[config.mk]
export PLATFORM = sky130hd
export DESIGN_NAME = version_info_parser
export DESIGN_NICKNAME = d
export VERILOG_FILES = /design/src/hw/rtl/vip_pkg.sv /design/src/hw/rtl/vip_result_fifo.sv /design/src/hw/rtl/version_info_parser.sv
export SDC_FILE = /design/constraint.sdc
export NUM_CORES = 1
export LEC_CHECK = 0
export BUFFER_PORTS_ARGS = -buffer_cell sky130_fd_sc_hd__buf_2
export CAP_MARGIN = 10
export CORE_AREA = 2 2 226 228
export DETAILED_ROUTE_END_ITERATION = 12
export DIE_AREA = 0 0 228 230
export GPL_ROUTABILITY_DRIVEN = 1
export GPL_TIMING_DRIVEN = 0
export MAX_ROUTING_LAYER = met4
export PLACE_DENSITY = 0.64
export SETUP_SLACK_MARGIN = 0.15
export SYNTH_ARGS = -nofsm -noshare
export SYNTH_HDL_FRONTEND = slang
export SYNTH_SLANG_ARGS = --single-unit
[constraint.sdc]
create_clock -name clk -period 8 [get_ports clk]
set_input_delay 0.8 -clock clk [delete_from_list [all_inputs] [get_ports clk]]
set_output_delay 0.8 -clock clk [all_outputs]
set_load 0.1 [all_outputs]
[src/hw/rtl/vip_pkg.sv]
// Shared types and constants for the version-information parameter parser.
// Depends on nothing; used by the parser top level, its result queue and checker.
package vip_pkg;

	// Field widths fixed by the item formats
	localparam int ID_W    = 62;
	localparam int BYTE_W  = 8;
	localparam int WORD_W  = 32;
	localparam int IDX_W   = 5;
	localparam int ERR_W   = 3;
	localparam int CONS_W  = 10;
	localparam int KIND_W  = 2;

	// Result kinds
	localparam logic [KIND_W-1:0] KIND_CHOSEN = 2'd0;
	localparam logic [KIND_W-1:0] KIND_AVAIL  = 2'd1;
	localparam logic [KIND_W-1:0] KIND_DONE   = 2'd2;
	localparam logic [KIND_W-1:0] KIND_ERROR  = 2'd3;

	// Error codes
	localparam logic [ERR_W-1:0] ERR_NONE      = 3'd0;
	localparam logic [ERR_W-1:0] ERR_ID        = 3'd1;
	localparam logic [ERR_W-1:0] ERR_BAD_LEN   = 3'd2;
	localparam logic [ERR_W-1:0] ERR_TOO_MANY  = 3'd3;
	localparam logic [ERR_W-1:0] ERR_TRUNCATED = 3'd4;

	// Default identifier and minimum value length
	localparam logic [ID_W-1:0] DEFAULT_PARAM_ID = 62'd17;
	localparam logic [ID_W-1:0] MIN_VALUE_LEN    = 62'd4;

	// Result queue geometry
	localparam int RES_FIFO_DEPTH = 4;
	localparam int RES_PTR_W      = 2;
	localparam int RES_CNT_W      = 3;

	typedef struct packed {
		logic [BYTE_W-1:0] data_byte;
		logic              end_of_buffer;
	} in_item_t;

	typedef struct packed {
		logic [KIND_W-1:0] result_kind;
		logic [WORD_W-1:0] version_word;
		logic [IDX_W-1:0]  version_index;
		logic [ERR_W-1:0]  error_code;
		logic [CONS_W-1:0] consumed_bytes;
		logic              last_of_run;
	} result_t;

endpackage

[src/hw/rtl/vip_result_fifo.sv]
// Small result queue for the parser: takes up to two result items per cycle,
// hands out one per cycle on a valid/ready channel. Depends on vip_pkg.
module vip_result_fifo (
	input  logic             clk,
	input  logic             arst_n,
	input  logic [1:0]       push_n,
	input  vip_pkg::result_t push_item0,
	input  vip_pkg::result_t push_item1,
	output logic             room_two,
	output logic             out_valid,
	input  logic             out_ready,
	output vip_pkg::result_t out_item
);

	vip_pkg::result_t                  mem_q [vip_pkg::RES_FIFO_DEPTH];
	logic [vip_pkg::RES_PTR_W-1:0]     wr_ptr_q;
	logic [vip_pkg::RES_PTR_W-1:0]     rd_ptr_q;
	logic [vip_pkg::RES_CNT_W-1:0]     count_q;
	logic [vip_pkg::RES_PTR_W-1:0]     wr_ptr_p1;
	logic                              pop;

	assign wr_ptr_p1 = wr_ptr_q + vip_pkg::RES_PTR_W'(1);
	assign pop       = out_valid && out_ready;
	assign out_valid = (count_q != '0);
	assign out_item  = mem_q[rd_ptr_q];
	assign room_two  = (count_q <= vip_pkg::RES_CNT_W'(vip_pkg::RES_FIFO_DEPTH - 2));

	// storage, no reset needed
	always_ff @(posedge clk) begin
		if (push_n != 2'd0) begin
			mem_q[wr_ptr_q] <= push_item0;
		end
		if (push_n == 2'd2) begin
			mem_q[wr_ptr_p1] <= push_item1;
		end
	end

	// pointers and fill count
	always_ff @(posedge clk or negedge arst_n) begin
		if (!arst_n) begin
			wr_ptr_q <= '0;
			rd_ptr_q <= '0;
			count_q  <= '0;
		end else begin
			wr_ptr_q <= wr_ptr_q + vip_pkg::RES_PTR_W'(push_n);
			if (pop) begin
				rd_ptr_q <= rd_ptr_q + vip_pkg::RES_PTR_W'(1);
			end
			count_q <= count_q + vip_pkg::RES_CNT_W'(push_n) - vip_pkg::RES_CNT_W'(pop);
		end
	end

endmodule

[src/hw/rtl/version_info_parser.sv]
// Top level of the version-information transport parameter parser.
// Depends on vip_pkg and vip_result_fifo.
//
// Usage:
//   in channel  (in_valid/in_ready/in_item): one buffer byte per item plus an
//     end-of-buffer flag. One item is taken per cycle when the result queue
//     has room for two results.
//   out channel (out_valid/out_ready/out_item): result items in order: the
//     chosen version, the available versions, then a done or error item with
//     last_of_run set. An item may yield none, one or two results (final word
//     plus done). On an error the consumer drops the words of that run.
//   cfg channel (cfg_valid/cfg_ready/cfg_data): writes the expected parameter
//     identifier; always ready, write only while no parse is in flight.
// Latency: results of an item taken at one edge are offered from the next
//   cycle on. Throughput: one item per cycle; the parse state loop and the
//   four-entry result queue set that, and the queue drains one result a cycle.
// Reset: parser returns to awaiting the identifier, queue empties, identifier
//   register goes to 17. A stalled receiver fills the queue; in_ready drops
//   once fewer than two queue slots are free and rises as results drain.
module version_info_parser #(
	parameter int MAX_AVAILABLE = 16
) (
	input  logic                         clk,
	input  logic                         arst_n,
	input  logic                         cfg_valid,
	output logic                         cfg_ready,
	input  logic [vip_pkg::ID_W-1:0]     cfg_data,
	input  logic                         in_valid,
	output logic                         in_ready,
	input  vip_pkg::in_item_t            in_item,
	output logic                         out_valid,
	input  logic                         out_ready,
	output vip_pkg::result_t             out_item
);

	localparam int WIDX_W = $clog2(MAX_AVAILABLE + 2);
	localparam int VLEN_W = $clog2(4 * (MAX_AVAILABLE + 1) + 1);
	localparam logic [vip_pkg::ID_W-1:0] MAX_VLEN = vip_pkg::ID_W'(4 * (MAX_AVAILABLE + 1));

	// parse phases
	localparam logic [2:0] PH_ID_FIRST  = 3'd0;
	localparam logic [2:0] PH_ID_CONT   = 3'd1;
	localparam logic [2:0] PH_LEN_FIRST = 3'd2;
	localparam logic [2:0] PH_LEN_CONT  = 3'd3;
	localparam logic [2:0] PH_VALUE     = 3'd4;
	localparam logic [2:0] PH_SKIP      = 3'd5;

	// state registers
	logic [2:0]                  phase_q,  phase_d;
	logic [vip_pkg::ID_W-1:0]    acc_q,    acc_d;
	logic [2:0]                  vleft_q,  vleft_d;
	logic [4:0]                  hdr_q,    hdr_d;
	logic [VLEN_W-1:0]           vbytes_q, vbytes_d;
	logic [vip_pkg::WORD_W-1:0]  shift_q,  shift_d;
	logic [WIDX_W-1:0]           widx_q,   widx_d;
	logic [vip_pkg::ID_W-1:0]    cfg_id_q;

	// step signals
	logic                        fire;
	logic [vip_pkg::BYTE_W-1:0]  b;
	logic                        eob;
	logic                        first;
	logic [vip_pkg::ID_W-1:0]    acc_next;
	logic [2:0]                  vleft_next;
	logic [4:0]                  hdr_next;
	logic [VLEN_W-1:0]           vbytes_next;
	logic [vip_pkg::WORD_W-1:0]  shift_next;
	logic [WIDX_W-1:0]           widx_inc;
	logic [WIDX_W-1:0]           widx_m1;
	logic [vip_pkg::CONS_W-1:0]  consumed;
	logic                        term;
	logic [1:0]                  n_res;
	logic [1:0]                  push_n;
	vip_pkg::result_t            res0, res1;

	function automatic vip_pkg::result_t mk_result(
		input logic [vip_pkg::KIND_W-1:0] kind,
		input logic [vip_pkg::WORD_W-1:0] word,
		input logic [vip_pkg::IDX_W-1:0]  idx,
		input logic [vip_pkg::ERR_W-1:0]  err,
		input logic [vip_pkg::CONS_W-1:0] cons,
		input logic                       last
	);
		vip_pkg::result_t r;
		r.result_kind    = kind;
		r.version_word   = word;
		r.version_index  = idx;
		r.error_code     = err;
		r.consumed_bytes = cons;
		r.last_of_run    = last;
		return r;
	endfunction

	assign cfg_ready = 1'b1;
	assign fire      = in_valid && in_ready;
	assign b         = in_item.data_byte;
	assign eob       = in_item.end_of_buffer;

	// varint byte: first byte sets length from the 2-bit prefix
	assign first    = (phase_q == PH_ID_FIRST) || (phase_q == PH_LEN_FIRST);
	assign hdr_next = ((phase_q == PH_ID_FIRST) ? 5'd0 : hdr_q) + 5'd1;
	assign acc_next = first ? {{(vip_pkg::ID_W - 6){1'b0}}, b[5:0]}
	                        : {acc_q[vip_pkg::ID_W-9:0], b};

	always_comb begin
		if (first) begin
			case (b[7:6])
				2'd0:    vleft_next = 3'd0;
				2'd1:    vleft_next = 3'd1;
				2'd2:    vleft_next = 3'd3;
				default: vleft_next = 3'd7;
			endcase
		end else begin
			vleft_next = vleft_q - 3'(vleft_q != 3'd0);
		end
	end

	// value bytes: shift in, count down, word every four bytes
	assign vbytes_next = vbytes_q - VLEN_W'(vbytes_q != '0);
	assign shift_next  = {shift_q[vip_pkg::WORD_W-9:0], b};
	assign widx_inc    = widx_q + WIDX_W'(1);
	assign widx_m1     = widx_q - WIDX_W'(1);
	assign consumed    = vip_pkg::CONS_W'(hdr_q) + vip_pkg::CONS_W'({widx_inc, 2'b00});

	// one parse step
	always_comb begin
		phase_d  = phase_q;
		acc_d    = acc_q;
		vleft_d  = vleft_q;
		hdr_d    = hdr_q;
		vbytes_d = vbytes_q;
		shift_d  = shift_q;
		widx_d   = widx_q;
		term     = 1'b0;
		n_res    = 2'd0;
		res0     = '0;
		res1     = '0;

		case (phase_q)
			PH_ID_FIRST, PH_ID_CONT: begin
				hdr_d   = hdr_next;
				acc_d   = acc_next;
				vleft_d = vleft_next;
				if (vleft_next == 3'd0) begin
					if (acc_next != cfg_id_q) begin
						res0  = mk_result(vip_pkg::KIND_ERROR, '0, '0, vip_pkg::ERR_ID, '0, 1'b1);
						n_res = 2'd1;
						term  = 1'b1;
					end else begin
						phase_d = PH_LEN_FIRST;
					end
				end else begin
					phase_d = PH_ID_CONT;
				end
			end
			PH_LEN_FIRST, PH_LEN_CONT: begin
				hdr_d   = hdr_next;
				acc_d   = acc_next;
				vleft_d = vleft_next;
				if (vleft_next == 3'd0) begin
					if (acc_next < vip_pkg::MIN_VALUE_LEN || acc_next[1:0] != 2'b00) begin
						res0  = mk_result(vip_pkg::KIND_ERROR, '0, '0,
						                  vip_pkg::ERR_BAD_LEN, '0, 1'b1);
						n_res = 2'd1;
						term  = 1'b1;
					end else if (acc_next > MAX_VLEN) begin
						res0  = mk_result(vip_pkg::KIND_ERROR, '0, '0,
						                  vip_pkg::ERR_TOO_MANY, '0, 1'b1);
						n_res = 2'd1;
						term  = 1'b1;
					end else begin
						vbytes_d = acc_next[VLEN_W-1:0];
						shift_d  = '0;
						widx_d   = '0;
						phase_d  = PH_VALUE;
					end
				end else begin
					phase_d = PH_LEN_CONT;
				end
			end
			PH_VALUE: begin
				vbytes_d = vbytes_next;
				shift_d  = shift_next;
				if (vbytes_next[1:0] == 2'b00) begin
					if (widx_q == '0) begin
						res0 = mk_result(vip_pkg::KIND_CHOSEN, shift_next, '0,
						                 vip_pkg::ERR_NONE, '0, 1'b0);
					end else begin
						res0 = mk_result(vip_pkg::KIND_AVAIL, shift_next,
						                 vip_pkg::IDX_W'(widx_m1), vip_pkg::ERR_NONE, '0, 1'b0);
					end
					n_res   = 2'd1;
					widx_d  = widx_inc;
					shift_d = '0;
					if (vbytes_next == '0) begin
						res1  = mk_result(vip_pkg::KIND_DONE, '0, '0, vip_pkg::ERR_NONE,
						                  consumed, 1'b1);
						n_res = 2'd2;
						term  = 1'b1;
					end
				end
			end
			default: begin
			end
		endcase

		// early end of buffer replaces whatever this byte produced, unless it ended the run
		if (!term && phase_q != PH_SKIP && eob) begin
			res0  = mk_result(vip_pkg::KIND_ERROR, '0, '0, vip_pkg::ERR_TRUNCATED, '0, 1'b1);
			n_res = 2'd1;
			term  = 1'b1;
		end
		if (term || phase_q == PH_SKIP) begin
			phase_d = eob ? PH_ID_FIRST : PH_SKIP;
		end
	end

	assign push_n = fire ? n_res : 2'd0;

	// parse state
	always_ff @(posedge clk or negedge arst_n) begin
		if (!arst_n) begin
			phase_q  <= PH_ID_FIRST;
			acc_q    <= '0;
			vleft_q  <= '0;
			hdr_q    <= '0;
			vbytes_q <= '0;
			shift_q  <= '0;
			widx_q   <= '0;
		end else if (fire) begin
			phase_q  <= phase_d;
			acc_q    <= acc_d;
			vleft_q  <= vleft_d;
			hdr_q    <= hdr_d;
			vbytes_q <= vbytes_d;
			shift_q  <= shift_d;
			widx_q   <= widx_d;
		end
	end

	// identifier register
	always_ff @(posedge clk or negedge arst_n) begin
		if (!arst_n) begin
			cfg_id_q <= vip_pkg::DEFAULT_PARAM_ID;
		end else if (cfg_valid && cfg_ready) begin
			cfg_id_q <= cfg_data;
		end
	end

	vip_result_fifo u_result_fifo (
		.clk        (clk),
		.arst_n     (arst_n),
		.push_n     (push_n),
		.push_item0 (res0),
		.push_item1 (res1),
		.room_two   (in_ready),
		.out_valid  (out_valid),
		.out_ready  (out_ready),
		.out_item   (out_item)
	);

endmodule

==> qor.csv <==
metric;value;unit
ys_seq_elements;370;
place_inst;2607;
synth.top_cell.area_share;23.6;%
h-tree-depth;2;
tightestPinTransition;1.16;ns
grt_max_degree;94;
cts_setup_buffers;0;
syn_avg_cell_area;9.85;µm²
layout.cells.non_filler;2688;
slowest_delay;0.97;ns
clkSinkCount;370;
grt_pass1_wl;87800;µm
fin_skew;0.0433;ns
multiInputGateArea;8430;µm²
netlist_instances;1810;
critPathArrivalTime;5.34;ns
synth.cell_area;17800;µm²
ys_seq_area_share;48.4;%
antenna_left;0;
hold_violations;0;
cp_num_buf_inv;1;
slew_viol_final;0;
path_delay_family;simple AND/OR/NAND/NOR gates;
post_cts_resized;0;
rsz0062_at_grt;false;
antenna_found_initial;1;
layout-drive-gt1-share;17.4;%
cp_max_fo;10;
crit_path_start_kind;register;
fmaxAchievable;0.195;GHz
ys_warn_count;0;
clk_path_buf_depth;3;
area_delta_synth_final;16.7;%
path_class;reg -> reg;
hold_path_class;in -> async;
drt_iter0_drc;1228;
crit_top_cell;nand2_1;
insertion_delay;0.61;ns
yosys.area.top_type;dfrtp_1;
relSlewSlack;22.3;%
fin_area;20800;µm²
fin_setup_tns;0;ns
grt_usage;22.1;%
dieWidth;228;µm
power_density;323;nW/µm²
vias_per_cell;5.53;
place_ws;3.05;ns
cpMaxStageDelayCell;nor3_1;
die_height;230;µm
synth-main-ff-cell;dfrtp_1;
hold_buffers;0;
ios;132;
endpoint_kind;register;
power_leakage;8.67;nW
synth_edf_count;36;
clk_pin_slew;0.06;ns
cts-root-buf;clkbuf_16;
crit_required;8.22;ns
drt_wl_total;56700;µm
maxCapViolations;0;
worstPathCellList;nor2_1, nand3_1, ha_1, ha_1, nand2_1, nor4_1, nand4_1, nor3_1, nand2_1, clkbuf_1, nand2_1;
synthTopCellsByArea;dfrtp_1 (24%), dfxtp_1 (18%), nand2_1 (7.3%);
finalSetupViolations;0;
wl_per_cell;21.1;µm
cts_tree;yes;
synth_common_cells;nand2_1 (346), dfrtp_1 (168), dfxtp_1 (164);
setup_slack;2.88;ns
num_vias;14900;
firstDrtPassIters;7;
n_fill_cell;4934;
min_period_over_period;64.0;%
place_area;19300;µm²
first_global_vias;14900;
place.gp.congestion;0.927;
drc;0;
core_area;49900;µm²
yosysUniqueCellTypes;63;
layout.nets;2074;
run_status;complete, no violations;
synthArstFlopShare;45.9;%
period_needed;5.12;ns
portBuffers;123;
start_util;35.7;%
dp_hpwl;40300;µm
grt_overflow_total;0;
ir_drop;0.170;mV
synth_most_common_cell;nand2_1;
seqCellArea;8620;µm²
cts_buffers;43;
dieArea;52400;µm²
fp-row-count;82;
## per-layer routing
metal,global-route usage (%),vias to the layer above,share of wire [%]
li1,-,6745,-
met1,28.0,7413,42
met2,36.3,596,49
met3,3.31,101,6.5
met4,7.01,0,2.7
met5,-,-,0
## path summary, 6_finish.rpt
kind,startpoint,endpoint,slack [ns],depth (start not counted)
max,vbytes_q[2]$_DFFE_PN0P_,u_result_fifo.mem_q[2][0]$_DFFE_PP_,2.88,11
min in group clk,cfg_data[34],cfg_id_q[34]$_DFFE_PN0P_,0.43,2
max in group asynchronous,arst_n,widx_q[4]$_DFFE_PN0P_,6.90,2
min,arst_n,cfg_id_q[51]$_DFFE_PN0P_,0.18,1
max reg2reg,vbytes_q[2]$_DFFE_PN0P_,u_result_fifo.mem_q[2][0]$_DFFE_PP_,2.88,11
min reg2reg,u_result_fifo.mem_q[3][26]$_SDFFE_PP0P_,u_result_fifo.mem_q[3][26]$_SDFFE_PP0P_,0.45,2
## metrics by stage
step           hold WS, ns  total power [mW]  utilization, %
3_5_place_dp         0.451              4.69            38.7
3_3_place_gp         0.441              4.64            38.7
2_1_floorplan        0.433              3.98               -
4_1_cts              0.191              6.72            41.7
5_1_grt              0.210              7.01            41.7
6_report             0.175              6.71            41.7
## layout make-up
class	count	area share (%)
antenna	1	0.0120
buffer	145	3.03
clock buffer	60	6.07
clock inverter	20	1.01
inverter	38	0.686
multi-input combinational	1258	40.5
sequential	370	41.5
tap	672	4.04
timing repair buffer	124	3.14
## power by group
part | leakage (nW) | switching (mW) | total [mW] | internal, mW
Sequential | 3.82 | 0.278 | 2.41 | 2.13
Combinational | 4.12 | 1.57 | 2.27 | 0.696
Clock | 0.733 | 0.854 | 2.03 | 1.18
Total | 8.67 | 2.71 | 6.71 | 4.01
## layout by cell type (no fill, tap or decap), types with 14 or more instances in the layout
master	n
clkbuf_16	44
xor2_1	17
buf_2	133
nor3_1	16
a21oi_1	26
o21ai_0	152
mux4_2	50
nand3_1	113
clkbuf_1	107
inv_1	38
xnor2_1	18
mux2i_1	122
dfxtp_1	164
and3_1	16
a21o_1	19
mux2_2	64
buf_4	17
nand4_1	42
dfrtp_1	168
ha_1	16
buf_1	14
nand2b_1	15
edfxtp_1	36
nor2_1	76
nand2_1	346
nor4_1	16
## sequential cells by signal, summed over array words and instances, names as in the netlist
signal                  count
u_result_fifo.rd_ptr_q      2
u_result_fifo.count_q       3
u_result_fifo.mem_q       200
phase_q                     3
cfg_id_q                   62
vleft_q                     3
acc_q                      54
shift_q                    24
vbytes_q                    7
widx_q                      5
hdr_q                       5
u_result_fifo.wr_ptr_q      2
## worst reg2reg max path, stage by stage (launching register included)
cell      delay, ns
dfrtp_1        0.43
nor2_1         0.25
nand3_1        0.12
ha_1           0.23
ha_1           0.35
nand2_1        0.10
nor4_1         0.37
nand4_1        0.25
nor3_1         0.97
nand2_1        0.71
clkbuf_1       0.47
nand2_1        0.48
## kinds of logic after synthesis
logic type      after synthesis  share of synthesized area, %
buf+inv                     183                          4.34
compound gates              279                          9.39
fa+ha+maj                    18                          1.35
simple gates                687                          17.6
xor+xnor                     35                          1.72
flops                       370                          48.4
other cells                   2                        0.0421
mux                         236                          17.2
(Power assumes the default switching activity.)
